### src/rtl/core/pds_pkg.sv
// shared constants, widths, config struct and word packing for the divider search
package pds_pkg;

  localparam int unsigned POSDIV_MAX = 7;
  localparam int unsigned REFDIV_MAX = 2;

  localparam int unsigned TARGET_W   = 19;
  localparam int unsigned WORD_W     = 32;
  localparam int unsigned ACTUAL_W   = 19;
  localparam int unsigned REF_W      = 7;
  localparam int unsigned MHZ_W      = 12;
  localparam int unsigned FB_W       = 12;
  localparam int unsigned TOL_W      = 17;
  localparam int unsigned CFG_IDX_W  = 3;
  localparam int unsigned CFG_DATA_W = 32;

  localparam int unsigned SCALE     = 100;
  localparam int unsigned ROUND_NUM = 51;

  // loop counters: r in 1..REFDIV_MAX, p1 in 0..POSDIV_MAX, p2 (divider plus one) in 1..p1+1
  localparam int unsigned R_W  = $clog2(REFDIV_MAX + 1);
  localparam int unsigned P1_W = (POSDIV_MAX < 1) ? 1 : $clog2(POSDIV_MAX + 1);
  localparam int unsigned P2_W = $clog2(POSDIV_MAX + 2);

  localparam int unsigned M_MAX = (POSDIV_MAX + 1) * (POSDIV_MAX + 1);
  localparam int unsigned M_W   = $clog2(M_MAX + 1);
  localparam int unsigned RM_W  = $clog2(REFDIV_MAX * M_MAX + 1);

  localparam int unsigned X_W    = TARGET_W + RM_W;
  localparam int unsigned VCO_W  = $clog2((2**REF_W - 1) * (2**FB_W - 1) + 1);
  localparam int unsigned GOT_W  = $clog2(SCALE * (2**REF_W - 1) * (2**FB_W - 1) + 1);
  localparam int unsigned DIV_W  = (X_W > GOT_W) ? X_W : GOT_W;
  localparam int unsigned D100_W = $clog2(SCALE * (2**REF_W - 1) + 1);
  localparam int unsigned DVS_W  = (D100_W > RM_W) ? D100_W : RM_W;
  localparam int unsigned LIM_W  = VCO_W;
  localparam int unsigned VR_W   = MHZ_W + R_W;
  localparam int unsigned VC_W   = (VCO_W > VR_W) ? VCO_W : VR_W;
  localparam int unsigned TOLR_W = TOL_W + RM_W;
  localparam int unsigned FBX_W  = DIV_W + 1;

  localparam logic [WORD_W-1:0]   DEFAULT_WORD = 32'hC054_0165;
  localparam logic [ACTUAL_W-1:0] ACTUAL_MAX   = 19'h7FFFF;

  localparam logic [REF_W-1:0] RST_REF_FREQ  = 7'd25;
  localparam logic [MHZ_W-1:0] RST_VCO_MIN   = 12'd2000;
  localparam logic [MHZ_W-1:0] RST_VCO_MAX   = 12'd3200;
  localparam logic [FB_W-1:0]  RST_FBDIV_MIN = 12'd16;
  localparam logic [FB_W-1:0]  RST_FBDIV_MAX = 12'd250;
  localparam logic [MHZ_W-1:0] RST_VCO_HIGH  = 12'd2400;
  localparam logic [TOL_W-1:0] RST_TOLERANCE = 17'd300;

  typedef enum logic [CFG_IDX_W-1:0] {
    IDX_REF_FREQ  = 3'd0,
    IDX_VCO_MIN   = 3'd1,
    IDX_VCO_MAX   = 3'd2,
    IDX_FBDIV_MIN = 3'd3,
    IDX_FBDIV_MAX = 3'd4,
    IDX_VCO_HIGH  = 3'd5,
    IDX_TOLERANCE = 3'd6
  } cfg_idx_e;

  typedef struct packed {
    logic [REF_W-1:0] ref_freq_mhz;
    logic [MHZ_W-1:0] vco_min_mhz;
    logic [MHZ_W-1:0] vco_max_mhz;
    logic [FB_W-1:0]  fbdiv_min;
    logic [FB_W-1:0]  fbdiv_max;
    logic [MHZ_W-1:0] vco_high_threshold;
    logic [TOL_W-1:0] tolerance_centi;
  } cfg_t;

  function automatic logic [WORD_W-1:0] pack_word(input logic vsel, input logic [FB_W-1:0] fb,
                                                  input logic [5:0] r, input logic [2:0] p1,
                                                  input logic [2:0] p2);
    logic [WORD_W-1:0] w;
    w = 32'hC000_0000;
    w[28]    = vsel;
    w[27:16] = fb;
    w[13:8]  = r;
    w[6:4]   = p1;
    w[2:0]   = p2;
    return w;
  endfunction

endpackage

### src/rtl/core/pll_divider_search_unit.sv
// top level of the pll divider search unit
//
//   channel   direction  handshake                 word
//   cfg       in         cfg_valid_i / cfg_ready_o  cfg_index_i, cfg_wdata_i
//   in        in         in_valid_i / in_ready_o    target_freq_i
//   out       out        out_valid_o / out_ready_i  control_word_o, actual_freq_o, found_o
//
// a candidate runs the 27-step divider on x / (100 ref) and stops at S_VCO when the feedback
// limits reject it, at S_CHECK when the vco checks do; a hit runs it again for got / (r m)
// a zero reference ends the search after S_PREP; otherwise it runs through all 72
// candidates, or ends at the first hit
// in_ready_o is low until the result moves into the output register, which holds it
// while the next word is accepted; reset restores config defaults, cfg_ready_o stays high
module pll_divider_search_unit (
  input  logic                           clk_i,
  input  logic                           rst_ni,
  input  logic                           cfg_valid_i,
  output logic                           cfg_ready_o,
  input  logic [pds_pkg::CFG_IDX_W-1:0]  cfg_index_i,
  input  logic [pds_pkg::CFG_DATA_W-1:0] cfg_wdata_i,
  input  logic                           in_valid_i,
  output logic                           in_ready_o,
  input  logic [pds_pkg::TARGET_W-1:0]   target_freq_i,
  output logic                           out_valid_o,
  input  logic                           out_ready_i,
  output logic [pds_pkg::WORD_W-1:0]     control_word_o,
  output logic [pds_pkg::ACTUAL_W-1:0]   actual_freq_o,
  output logic                           found_o
);
  import pds_pkg::*;

  cfg_t cfg;

  assign cfg_ready_o = 1'b1;

  pds_cfg_regs u_cfg (
    .clk_i       (clk_i),
    .rst_ni      (rst_ni),
    .cfg_valid_i (cfg_valid_i),
    .cfg_index_i (cfg_index_i),
    .cfg_wdata_i (cfg_wdata_i),
    .cfg_o       (cfg)
  );

  pds_search_ctrl u_ctrl (
    .clk_i          (clk_i),
    .rst_ni         (rst_ni),
    .cfg_i          (cfg),
    .in_valid_i     (in_valid_i),
    .in_ready_o     (in_ready_o),
    .target_freq_i  (target_freq_i),
    .out_valid_o    (out_valid_o),
    .out_ready_i    (out_ready_i),
    .control_word_o (control_word_o),
    .actual_freq_o  (actual_freq_o),
    .found_o        (found_o)
  );

endmodule

### src/rtl/core/pds_cfg_regs.sv
// configuration register file with write channel
module pds_cfg_regs (
  input  logic                           clk_i,
  input  logic                           rst_ni,
  input  logic                           cfg_valid_i,
  input  logic [pds_pkg::CFG_IDX_W-1:0]  cfg_index_i,
  input  logic [pds_pkg::CFG_DATA_W-1:0] cfg_wdata_i,
  output pds_pkg::cfg_t                  cfg_o
);
  import pds_pkg::*;

  cfg_t cfg_q, cfg_d;

  always_comb begin
    cfg_d = cfg_q;
    if (cfg_valid_i) begin
      case (cfg_idx_e'(cfg_index_i))
        IDX_REF_FREQ:  cfg_d.ref_freq_mhz       = cfg_wdata_i[REF_W-1:0];
        IDX_VCO_MIN:   cfg_d.vco_min_mhz        = cfg_wdata_i[MHZ_W-1:0];
        IDX_VCO_MAX:   cfg_d.vco_max_mhz        = cfg_wdata_i[MHZ_W-1:0];
        IDX_FBDIV_MIN: cfg_d.fbdiv_min          = cfg_wdata_i[FB_W-1:0];
        IDX_FBDIV_MAX: cfg_d.fbdiv_max          = cfg_wdata_i[FB_W-1:0];
        IDX_VCO_HIGH:  cfg_d.vco_high_threshold = cfg_wdata_i[MHZ_W-1:0];
        IDX_TOLERANCE: cfg_d.tolerance_centi    = cfg_wdata_i[TOL_W-1:0];
        default: ;  // unknown index is dropped
      endcase
    end
  end

  always_ff @(posedge clk_i or negedge rst_ni) begin
    if (!rst_ni) begin
      cfg_q.ref_freq_mhz       <= RST_REF_FREQ;
      cfg_q.vco_min_mhz        <= RST_VCO_MIN;
      cfg_q.vco_max_mhz        <= RST_VCO_MAX;
      cfg_q.fbdiv_min          <= RST_FBDIV_MIN;
      cfg_q.fbdiv_max          <= RST_FBDIV_MAX;
      cfg_q.vco_high_threshold <= RST_VCO_HIGH;
      cfg_q.tolerance_centi    <= RST_TOLERANCE;
    end else begin
      cfg_q <= cfg_d;
    end
  end

  assign cfg_o = cfg_q;

endmodule

### src/rtl/core/pds_divider.sv
// restoring divider, one quotient bit per cycle
module pds_divider (
  input  logic                      clk_i,
  input  logic                      rst_ni,
  input  logic                      start_i,
  input  logic [pds_pkg::DIV_W-1:0] dividend_i,
  input  logic [pds_pkg::DVS_W-1:0] divisor_i,
  output logic                      busy_o,
  output logic [pds_pkg::DIV_W-1:0] quotient_o,
  output logic [pds_pkg::DVS_W-1:0] remainder_o
);
  import pds_pkg::*;

  localparam int unsigned CNT_W = $clog2(DIV_W + 1);

  logic [CNT_W-1:0] cnt_q, cnt_d;
  logic [DIV_W-1:0] quo_q, quo_d;
  logic [DVS_W-1:0] rem_q, rem_d;
  logic [DVS_W-1:0] dvs_q;
  logic [DVS_W:0]   trial;
  logic [DVS_W:0]   diff;
  logic             ge;

  // shift register holds the remaining dividend bits and collects quotient bits
  always_comb begin
    trial = {rem_q, quo_q[DIV_W-1]};
    diff  = trial - {1'b0, dvs_q};
    ge    = (trial >= {1'b0, dvs_q});
    rem_d = ge ? diff[DVS_W-1:0] : trial[DVS_W-1:0];
    quo_d = {quo_q[DIV_W-2:0], ge};
    cnt_d = cnt_q - CNT_W'(1);
  end

  always_ff @(posedge clk_i or negedge rst_ni) begin
    if (!rst_ni) begin
      cnt_q <= '0;
    end else if (start_i) begin
      cnt_q <= CNT_W'(DIV_W);
    end else if (busy_o) begin
      cnt_q <= cnt_d;
    end
  end

  always_ff @(posedge clk_i) begin
    if (start_i) begin
      quo_q <= dividend_i;
      rem_q <= '0;
      dvs_q <= divisor_i;
    end else if (busy_o) begin
      quo_q <= quo_d;
      rem_q <= rem_d;
    end
  end

  assign busy_o      = (cnt_q != '0);
  assign quotient_o  = quo_q;
  assign remainder_o = rem_q;

endmodule

### src/rtl/core/pds_search_ctrl.sv
// search sequencer: walks divider settings, checks limits and error, holds the result word
module pds_search_ctrl (
  input  logic                         clk_i,
  input  logic                         rst_ni,
  input  pds_pkg::cfg_t                cfg_i,
  input  logic                         in_valid_i,
  output logic                         in_ready_o,
  input  logic [pds_pkg::TARGET_W-1:0] target_freq_i,
  output logic                         out_valid_o,
  input  logic                         out_ready_i,
  output logic [pds_pkg::WORD_W-1:0]   control_word_o,
  output logic [pds_pkg::ACTUAL_W-1:0] actual_freq_o,
  output logic                         found_o
);
  import pds_pkg::*;

  typedef enum logic [13:0] {
    S_IDLE   = 14'h0001,
    S_PREP   = 14'h0002,
    S_MCALC  = 14'h0004,
    S_RMCALC = 14'h0008,
    S_XCALC  = 14'h0010,
    S_DIVS   = 14'h0020,
    S_DIVW   = 14'h0040,
    S_FBCALC = 14'h0080,
    S_VCO    = 14'h0100,
    S_CHECK  = 14'h0200,
    S_ERR    = 14'h0400,
    S_ACTS   = 14'h0800,
    S_ACTW   = 14'h1000,
    S_NEXT   = 14'h2000
  } state_e;

  state_e state_q, state_d;

  logic [R_W-1:0]  r_q;
  logic [P1_W-1:0] p1_q;
  logic [P2_W-1:0] p2_q;
  logic            hit_q;
  logic            done_q;
  logic            out_valid_q;

  logic [TARGET_W-1:0] target_q;
  logic [D100_W-1:0]   d100_q;
  logic [D100_W-1:0]   h51_q;
  logic [LIM_W-1:0]    lim_q;
  logic [M_W-1:0]      m_q;
  logic [RM_W-1:0]     rm_q;
  logic [VR_W-1:0]     vmin_r_q;
  logic [VR_W-1:0]     vmax_r_q;
  logic [VR_W-1:0]     thr_r_q;
  logic [X_W-1:0]      x_q;
  logic [TOLR_W-1:0]   tolr_q;
  logic [FBX_W-1:0]    fb_q;
  logic [VCO_W-1:0]    vco_q;
  logic [GOT_W-1:0]    got_q;
  logic [WORD_W-1:0]   word_q;
  logic [ACTUAL_W-1:0] act_q;

  logic [WORD_W-1:0]   cw_q;
  logic [ACTUAL_W-1:0] af_q;
  logic                fd_q;

  logic             div_start;
  logic             div_busy;
  logic [DIV_W-1:0] div_dividend;
  logic [DVS_W-1:0] div_divisor;
  logic [DIV_W-1:0] div_quo;
  logic [DVS_W-1:0] div_rem;

  logic             fb_bad;
  logic             r1_cap;
  logic             in_range;
  logic             vsel;
  logic [DIV_W-1:0] got_x;
  logic [DIV_W-1:0] err;
  logic             is_hit;
  logic             last_cand;
  logic             in_acc;
  logic             out_load;

  assign div_start    = (state_q == S_DIVS) || (state_q == S_ACTS);
  assign div_dividend = (state_q == S_ACTS) ? DIV_W'(got_q) : DIV_W'(x_q);
  assign div_divisor  = (state_q == S_ACTS) ? DVS_W'(rm_q) : DVS_W'(d100_q);

  pds_divider u_div (
    .clk_i       (clk_i),
    .rst_ni      (rst_ni),
    .start_i     (div_start),
    .dividend_i  (div_dividend),
    .divisor_i   (div_divisor),
    .busy_o      (div_busy),
    .quotient_o  (div_quo),
    .remainder_o (div_rem)
  );

  always_comb begin
    fb_bad   = (fb_q > FBX_W'(cfg_i.fbdiv_max)) || (fb_q < FBX_W'(cfg_i.fbdiv_min));
    r1_cap   = (r_q == R_W'(1)) && ({vco_q, 1'b0} > (VCO_W + 1)'(lim_q));
    in_range = (VC_W'(vco_q) <= VC_W'(vmax_r_q)) && (VC_W'(vco_q) >= VC_W'(vmin_r_q));
    vsel     = (VC_W'(vco_q) > VC_W'(thr_r_q));
    got_x    = DIV_W'(got_q);
    err      = (got_x > DIV_W'(x_q)) ? (got_x - DIV_W'(x_q)) : (DIV_W'(x_q) - got_x);
    is_hit   = (err < DIV_W'(tolr_q));
    last_cand = (p2_q == P2_W'(1)) && (p1_q == P1_W'(POSDIV_MAX)) && (r_q == R_W'(1));
    in_acc   = in_valid_i && in_ready_o;
    out_load = done_q && (!out_valid_q || out_ready_i);
  end

  // done_q marks the hand-off to the output register, S_NEXT advances the counters
  always_comb begin
    state_d = state_q;
    case (state_q)
      S_IDLE:   if (in_acc) state_d = S_PREP;
      S_PREP:   state_d = (cfg_i.ref_freq_mhz == '0) ? S_IDLE : S_MCALC;
      S_MCALC:  state_d = S_RMCALC;
      S_RMCALC: state_d = S_XCALC;
      S_XCALC:  state_d = S_DIVS;
      S_DIVS:   state_d = S_DIVW;
      S_DIVW:   if (!div_busy) state_d = S_FBCALC;
      S_FBCALC: state_d = S_VCO;
      S_VCO:    state_d = fb_bad ? S_NEXT : S_CHECK;
      S_CHECK:  state_d = (r1_cap || !in_range) ? S_NEXT : S_ERR;
      S_ERR:    state_d = is_hit ? S_ACTS : S_NEXT;
      S_ACTS:   state_d = S_ACTW;
      S_ACTW:   if (!div_busy) state_d = S_IDLE;
      S_NEXT:   state_d = last_cand ? S_IDLE : S_MCALC;
      default:  state_d = S_IDLE;
    endcase
    // a finished search waits in idle with done set until the output register frees up
    if (done_q) state_d = out_load ? S_IDLE : state_q;
  end

  assign in_ready_o = (state_q == S_IDLE) && !done_q;

  always_ff @(posedge clk_i or negedge rst_ni) begin
    if (!rst_ni) begin
      state_q     <= S_IDLE;
      r_q         <= R_W'(REFDIV_MAX);
      p1_q        <= '0;
      p2_q        <= P2_W'(1);
      hit_q       <= 1'b0;
      done_q      <= 1'b0;
      out_valid_q <= 1'b0;
    end else begin
      state_q <= state_d;
      if (in_acc) begin
        r_q   <= R_W'(REFDIV_MAX);
        p1_q  <= '0;
        p2_q  <= P2_W'(1);
        hit_q <= 1'b0;
      end
      if (state_q == S_NEXT && !last_cand) begin
        if (p2_q != P2_W'(1)) begin
          p2_q <= p2_q - P2_W'(1);
        end else if (p1_q != P1_W'(POSDIV_MAX)) begin
          p1_q <= p1_q + P1_W'(1);
          p2_q <= P2_W'(p1_q) + P2_W'(2);
        end else begin
          r_q  <= r_q - R_W'(1);
          p1_q <= '0;
          p2_q <= P2_W'(1);
        end
      end
      if (state_q == S_ERR && is_hit) hit_q <= 1'b1;
      // search finishes: zero reference, hit division done, or candidates exhausted
      if ((state_q == S_PREP && cfg_i.ref_freq_mhz == '0) ||
          (state_q == S_ACTW && !div_busy) ||
          (state_q == S_NEXT && last_cand)) begin
        done_q <= 1'b1;
      end else if (out_load) begin
        done_q <= 1'b0;
      end
      if (out_load) begin
        out_valid_q <= 1'b1;
      end else if (out_ready_i) begin
        out_valid_q <= 1'b0;
      end
    end
  end

  always_ff @(posedge clk_i) begin
    if (in_acc) begin
      target_q <= target_freq_i;
      word_q   <= DEFAULT_WORD;
      act_q    <= '0;
    end
    if (state_q == S_PREP) begin
      d100_q <= D100_W'(D100_W'(cfg_i.ref_freq_mhz) * D100_W'(SCALE));
      h51_q  <= D100_W'(D100_W'(cfg_i.ref_freq_mhz) * D100_W'(ROUND_NUM));
      lim_q  <= LIM_W'(LIM_W'(cfg_i.fbdiv_max) * LIM_W'(cfg_i.ref_freq_mhz));
    end
    if (state_q == S_MCALC) begin
      m_q <= M_W'((M_W'(p1_q) + M_W'(1)) * M_W'(p2_q));
    end
    if (state_q == S_RMCALC) begin
      rm_q     <= RM_W'(RM_W'(r_q) * RM_W'(m_q));
      vmin_r_q <= VR_W'(VR_W'(cfg_i.vco_min_mhz) * VR_W'(r_q));
      vmax_r_q <= VR_W'(VR_W'(cfg_i.vco_max_mhz) * VR_W'(r_q));
      thr_r_q  <= VR_W'(VR_W'(cfg_i.vco_high_threshold) * VR_W'(r_q));
    end
    if (state_q == S_XCALC) begin
      x_q    <= X_W'(X_W'(target_q) * X_W'(rm_q));
      tolr_q <= TOLR_W'(TOLR_W'(cfg_i.tolerance_centi) * TOLR_W'(rm_q));
    end
    // remainder of x / (100 ref) at or above 51 ref means the hundredths exceed one half
    if (state_q == S_FBCALC) begin
      fb_q <= FBX_W'(div_quo) + FBX_W'(DVS_W'(div_rem) >= DVS_W'(h51_q));
    end
    if (state_q == S_VCO) begin
      vco_q <= VCO_W'(VCO_W'(fb_q[FB_W-1:0]) * VCO_W'(cfg_i.ref_freq_mhz));
    end
    if (state_q == S_CHECK && !r1_cap && in_range) begin
      word_q <= pack_word(vsel, fb_q[FB_W-1:0], 6'(r_q), 3'(p1_q), 3'(p2_q - P2_W'(1)));
      got_q  <= GOT_W'(GOT_W'(vco_q) * GOT_W'(SCALE));
    end
    if (state_q == S_ACTW && !div_busy) begin
      act_q <= (div_quo > DIV_W'(ACTUAL_MAX)) ? ACTUAL_MAX : div_quo[ACTUAL_W-1:0];
    end
    if (out_load) begin
      cw_q <= word_q;
      af_q <= act_q;
      fd_q <= hit_q;
    end
  end

  assign out_valid_o    = out_valid_q;
  assign control_word_o = cw_q;
  assign actual_freq_o  = af_q;
  assign found_o        = fd_q;

endmodule
### config.mk
export PLATFORM = sky130hd
export DESIGN_NAME = pll_divider_search_unit
export DESIGN_NICKNAME = d
export VERILOG_FILES = /design/src/rtl/core/pds_pkg.sv /design/src/rtl/core/pll_divider_search_unit.sv /design/src/rtl/core/pds_cfg_regs.sv /design/src/rtl/core/pds_divider.sv /design/src/rtl/core/pds_search_ctrl.sv
export SDC_FILE = /design/constraint.sdc
export NUM_CORES = 2
export LEC_CHECK = 0
export BUFFER_PORTS_ARGS = -buffer_cell sky130_fd_sc_hd__clkbuf_2
export CORE_UTILIZATION = 53
export DETAILED_ROUTE_END_ITERATION = 7
export PLACE_DENSITY = 0.69
export SETUP_SLACK_MARGIN = 0.2
export SYNTH_ARGS = -nofsm -noshare
export SYNTH_HDL_FRONTEND = slang
export SYNTH_HIERARCHICAL = 1
export SYNTH_SLANG_ARGS = --single-unit
### constraint.sdc
create_clock -name clk_i -period 6.8 [get_ports clk_i]
set_clock_uncertainty 0.05 [all_clocks]
set_input_delay 0.68 -clock clk_i [delete_from_list [all_inputs] [get_ports clk_i]]
set_output_delay 0.68 -clock clk_i [all_outputs]
set_load 0.005 [all_outputs]
* Yosys cells after proc, flatten, opt, wreduce, memory -nomap -nowiden
Index checks and enable logic that the tools add are counted.
W data, S select, Z words.
** Word-level totals
- Register bits after elaboration :: 494
- Bits of input ports :: 59
** Cells by class
- $add $sub $neg :: 10
- Multiply operators :: 12
- Order comparisons :: 11
- Equality and inequality tests :: 29
- Mux-type cells :: 42
- Reductions and logical operators :: 44
** Operators by type and width (number)
- $pmux W14 S14 :: 1
- $mux W14 :: 9
- $mux W27 :: 4
- $mux W29 :: 2
- $mux W19 :: 3
- $mul A12 B2 Y14 :: 3
- $mul A12 B7 Y19 :: 2
- $add A27 B1 Y28 :: 1
- $gt A28 B12 Y1 :: 1
- $lt A28 B12 Y1 :: 1
- $gt A26 B27 Y1 :: 1
- $gt A27 B19 Y1 const B :: 1
- $lt A27 B25 Y1 :: 1
- $mul A19 B8 Y27 :: 1
- $sub A26 B27 Y27 :: 1
- $sub A27 B26 Y27 :: 1
- $mul A17 B8 Y25 :: 1
- $mul A19 B5 Y24 const B :: 1
- $gt A20 B19 Y1 :: 1
- $ge A19 B14 Y1 :: 1
- $gt A19 B14 Y1 :: 1
- $le A19 B14 Y1 :: 1
- $mux W3 :: 6
- $mux W4 :: 4
- 50 further kinds :: 99

* Depth between registers and ports, before layout
- Word-level depth :: 7
- Mapped depth :: 23

* By module
Netlist, hierarchy kept.
** By module, submodules not included
- pds_search_ctrl :: times used 1, cells each 3881, area an instance 37135.6 um^2, seq. area each 10353.7 um^2
- pds_cfg_regs :: times used 1, cells each 181, area an instance 3372.0 um^2, seq. area each 2135.8 um^2
- pds_divider :: times used 1, cells each 290, area an instance 3273.1 um^2, seq. area each 1636.6 um^2
- pll_divider_search_unit :: times used 1, cells each 2, area an instance 11.3 um^2, seq. area each 0.0 um^2

* Worst setup path after synthesis
No wires, ideal clock.
- Path kind :: register to register
- Start :: reg u_ctrl.state_q[3]
- End :: reg u_ctrl.state_q[5]
- Arrival :: 5918 ps
- Required time :: 6640 ps
- Path slack :: 722 ps
- Stages on the path, launching flop included :: 11
- Path buffers :: 1
- Period minus slack after synthesis :: 6078 ps
- Cells stage by stage :: dfrtp_1 > or2_2 > nor3_2 > and4b_1 > nand2_1 > nor3_1 > nor4_1 > and4b_1 > a211o_1 > clkbuf_1 > o41ai_1
** Between the ends
- Word-level cells in the longest chain between the ends :: 5
- Elaborated cells on any way between the ends :: 22
** Ends and longest elaborated chain
- start: declaration :: line pds_search_ctrl.sv:34 : state_e state_q, state_d;
- start signal: assignment :: line pds_search_ctrl.sv:146 : state_q <= state_d;
- $eq A14 B1 Y1 :: line pds_search_ctrl.sv:113, pds_search_ctrl.sv:134
- $logic_and A1 B1 Y1 :: line pds_search_ctrl.sv:134 : assign in_ready_o = (state_q == S_IDLE) && !done_q;
- $logic_and A1 B1 Y1 :: line pds_search_ctrl.sv:106 : in_acc = in_valid_i && in_ready_o;
- $ne A3 B1 Y1 (no line)
- $reduce_and A4 Y1 (no line)
Several ways; a longest one is shown, not always the timed one.
A chain may end at the register's enable or synchronous reset.

* Worst setup path after layout
- Start :: reg u_ctrl.rm_q[5]
- End :: reg u_ctrl.x_q[26] (data pin)
** Between the ends
- Word-level cells in the longest chain between the ends :: 1
** Ends and longest elaborated chain
- start: declaration :: line pds_search_ctrl.sv:48 : logic [RM_W-1:0] rm_q;
- start signal: assignment :: line pds_search_ctrl.sv:197 : rm_q <= RM_W'(RM_W'(r_q) * RM_W'(m_q));
- $mul A19 B8 Y27 :: line pds_search_ctrl.sv:203 : x_q <= X_W'(X_W'(target_q) * X_W'(rm_q));
- end signal: assignment :: line pds_search_ctrl.sv:203
- end: declaration :: line pds_search_ctrl.sv:52 : logic [X_W-1:0] x_q;
Every way passes these cells.

==> results.sh <==
export IMPL_drive_gt1_share_pct=9.42
export IMPL_drv_slew=0
export IMPL_gp_congestion=0.945
export IMPL_setup_ws_ns=0.682
export IMPL_cap_violations=0
export IMPL_syn_area_um2=43800
export IMPL_core_area_um2=82000
export IMPL_vias_per_cell=5.58
export IMPL_cts_max_path_buffers=3
export IMPL_fin_crit_ns=6.12
export IMPL_ys_async_sr_fraction_pct=23.3
export IMPL_worst_hold_path_type="in2async"
export IMPL_cts_resized=0
export IMPL_max_freq_mhz=163
export IMPL_io_buffers=86
export IMPL_num_vias=31000
export IMPL_yosys_warnings=6
export IMPL_rows=105
export IMPL_tightest_slew_ns=1.21
export IMPL_fin_nets=5325
export IMPL_relSlewSlack_pct=18.0
export IMPL_hold_buffers=0
export IMPL_route_detailed_drc=0
export IMPL_synthTopCellsByArea="edfxtp_1 (25%), ha_1 (15%), fa_1 (15%), inv_1 (5.6%), dfrtp_1 (4.9%)"
export IMPL_fp_dieW_um=289
export IMPL_synth_top_cell_area_share_pct=25.0
export IMPL_routed_wl_um=105000
export IMPL_path_max_fanout=13
export IMPL_p_clk_share_pct=16.7
export IMPL_synth_edff_count=364
export IMPL_power_leakage_uw=0.0224
export IMPL_synth_seq_area_share_pct=32.3
export IMPL_post_cts_buffers=0
export IMPL_yosysMostFrequentCell="inv_1"
export IMPL_clock_latency_ns=0.64
export IMPL_swShare_pct=40.9
export IMPL_powerDensity_nw_per_um2=403
export IMPL_synth_distinct_cells=83
export IMPL_vdd_drop_max_mv=0.302
export IMPL_worst_setup_path_end_kind="flop"
export IMPL_initial_utilization_pct=53.4
export IMPL_rsz0062_at_grt="false"
export IMPL_pin_count=114
export IMPL_yosys_area_top_type="edfxtp_1"
export IMPL_finalCritPeriodShare_pct=90.0
export IMPL_p_int_uw=11300
export IMPL_grt_pass1_wl_um=168000
export IMPL_p_switching_uw=7810
export IMPL_grt_pass1_vias=30900
export IMPL_critical_path_class="reg2reg"
export IMPL_synth_cells=4354
export IMPL_htree_num_levels=2
export IMPL_dieArea_um2=83800
export IMPL_cts_root_buffer="clkbuf_16"
export IMPL_pre_cts_ws_ns=0.708
export IMPL_die_h_um=289
export IMPL_antenna_found_initial=5
export IMPL_ys_ff_latch=493
export IMPL_drt_iter0_drc=2182
export IMPL_p_seq_share_pct=26.3
export IMPL_clk_pin_slew_ns=0.06
export IMPL_synthTopCellsByCount="inv_1 (655), ha_1 (517), nand2_1 (453), edfxtp_1 (364), fa_1 (322)"
export IMPL_cts_tree="yes"
export IMPL_dr_pass1_iters=6
export IMPL_critical_path_arrival_ns=6.46
export IMPL_grt_max_degree=72
export IMPL_startpoint_type="flop"
export IMPL_grt_util_all_layers_pct=25.7
export IMPL_dp_hpwl_um=79700
export IMPL_synthFlopType="edfxtp_1"
export IMPL_area_growth_pct=8.19
export IMPL_setup_tns_ns=0
export IMPL_grt_overflow_total=0
export IMPL_clkSinkCount=493
export IMPL_setup_violations=0
export IMPL_n_antenna_cell=0
export IMPL_combPwrFrac_pct=57.0
export IMPL_cts_buffers=59
export IMPL_drtAntennaViolNets=0
export IMPL_post_drt_wl_per_cell_um=18.9
export IMPL_postSynthAreaPerCell_um2=10.1
export IMPL_outcome="finished, final reports clean"
export IMPL_crit_required_ns=7.14
export IMPL_hold_violations=0
-- metal layers --
metal  GRT usage, %  vias to the layer above  routed length (µm)
li1               -                    14700                   -
met1           36.8                    15200               47700
met2           41.0                      913               47600
met3           3.41                      162                6840
met4           7.17                        2                2860
met5              0                        -                  13
-- cells in the final DEF (no fill, tap or decap), drive strengths merged, types with 15 or more instances in the layout --
master,count
a211oi,20
a21boi,17
a21o,73
a21oi,180
a31oi,15
and2,266
and3,23
buf,51
clkbuf,161
clkinv,21
dfrtp,85
dfstp,30
edfxtp,364
fa,322
ha,517
inv,658
mux2,124
nand2,453
nand2b,32
nand3,62
nand4,29
nor2,231
nor2b,31
nor3,56
nor4,15
o211ai,16
o21a,34
o21ai,149
o21bai,27
or3,15
xnor2,141
xor2,55
-- final cells by class --
class	count	area [µm²]
Clock buffer	76	1590
Clock inverter	36	382
Fill cell	7032	34600
Inverter	655	2460
Multi-Input combinational cell	3082	26700
Sequential cell	493	14100
Tap cell	1070	1340
Timing Repair Buffer	136	833
-- sequential cells by signal, indices dropped and copies added (netlist names), 21 cells and up --
| name | flops |
|---|---|
| u_ctrl/control_word_o | 21 |
| u_cfg/cfg_o | 84 |
| u_ctrl/word_q | 21 |
| u_ctrl/u_div/quotient_o | 27 |
| u_ctrl/got_q | 24 |
| u_ctrl/fb_q | 28 |
| u_ctrl/tolr_q | 25 |
| u_ctrl/x_q | 27 |
-- metrics by stage --
| stage | total power [µW] | instance area (µm²) | util [%] | instances | hold slack, ns |
|---|---|---|---|---|---|
| floorplan | 13600 | 43800 | - | 4363 | 0.334 |
| global placement | 15700 | 45400 | 55.4 | 5434 | 0.355 |
| detailed placement | 15900 | 45400 | 55.4 | 5434 | 0.355 |
| CTS | 19200 | 47400 | 57.8 | 5546 | 0.127 |
| global route | 21000 | 47400 | 57.8 | 5548 | 0.141 |
| finish | 19100 | 47400 | 57.8 | 5548 | 0.159 |
-- power groups by stage --
| stage | clock (µW) | combinational (µW) | sequential (µW) |
|---|---|---|---|
| 3_3_place_gp | 0 | 10600 | 5050 |
| 2_1_floorplan | 0 | 8760 | 4800 |
| 4_1_cts | 3260 | 11000 | 5010 |
| 3_5_place_dp | 0 | 10900 | 5060 |
| 6_report | 3180 | 10900 | 5020 |
| 5_1_grt | 3370 | 12500 | 5080 |
-- kinds of logic after synthesis --
logic type | synth area share (%)
and+or+nand+nor | 14.3
other | 0.0257
muxes | 3.66
AOI/OAI and AO/OA | 9.34
xor gates and xnor gates | 3.92
DFF | 32.3
buffers and inverters | 7.02
adders and majority gates | 29.5
-- critical path, stage by stage (launching register included) --
cell and delay (ns):
edfxtp_1 0.90, buf_4 0.34, nand2_1 0.09, fa_1 0.49, inv_1 0.05, fa_1 0.51, fa_1 0.53, fa_1 0.49
ha_1 0.36, a21oi_1 0.14, o21ai_0 0.10, a21oi_1 0.17, a31oi_1 0.16, o31ai_1 0.33, a21boi_0 0.20, a221oi_1 0.48
o2111ai_1 0.20, a21oi_1 0.20, xnor2_1 0.08
-- final timing paths --
| path | slack [ns] | endpoint | startpoint | cells after the start |
|---|---|---|---|---|
| min | 0.16 | u_cfg/cfg_o[70] | rst_ni | 1 |
| max in group asynchronous | 5.28 | u_cfg/cfg_o[6] | rst_ni | 2 |
| max | 0.68 | u_ctrl/x_q[26] | u_ctrl/rm_q[5] | 18 |
| min in group clk_i | 0.16 | u_ctrl/target_q[10] | target_freq_i[10] | 1 |
| max reg2reg | 0.68 | u_ctrl/x_q[26] | u_ctrl/rm_q[5] | 18 |
| min reg2reg | 0.37 | u_ctrl/actual_freq_o[15] | u_ctrl/act_q[15] | 0 |
(Power assumes the default switching activity.)
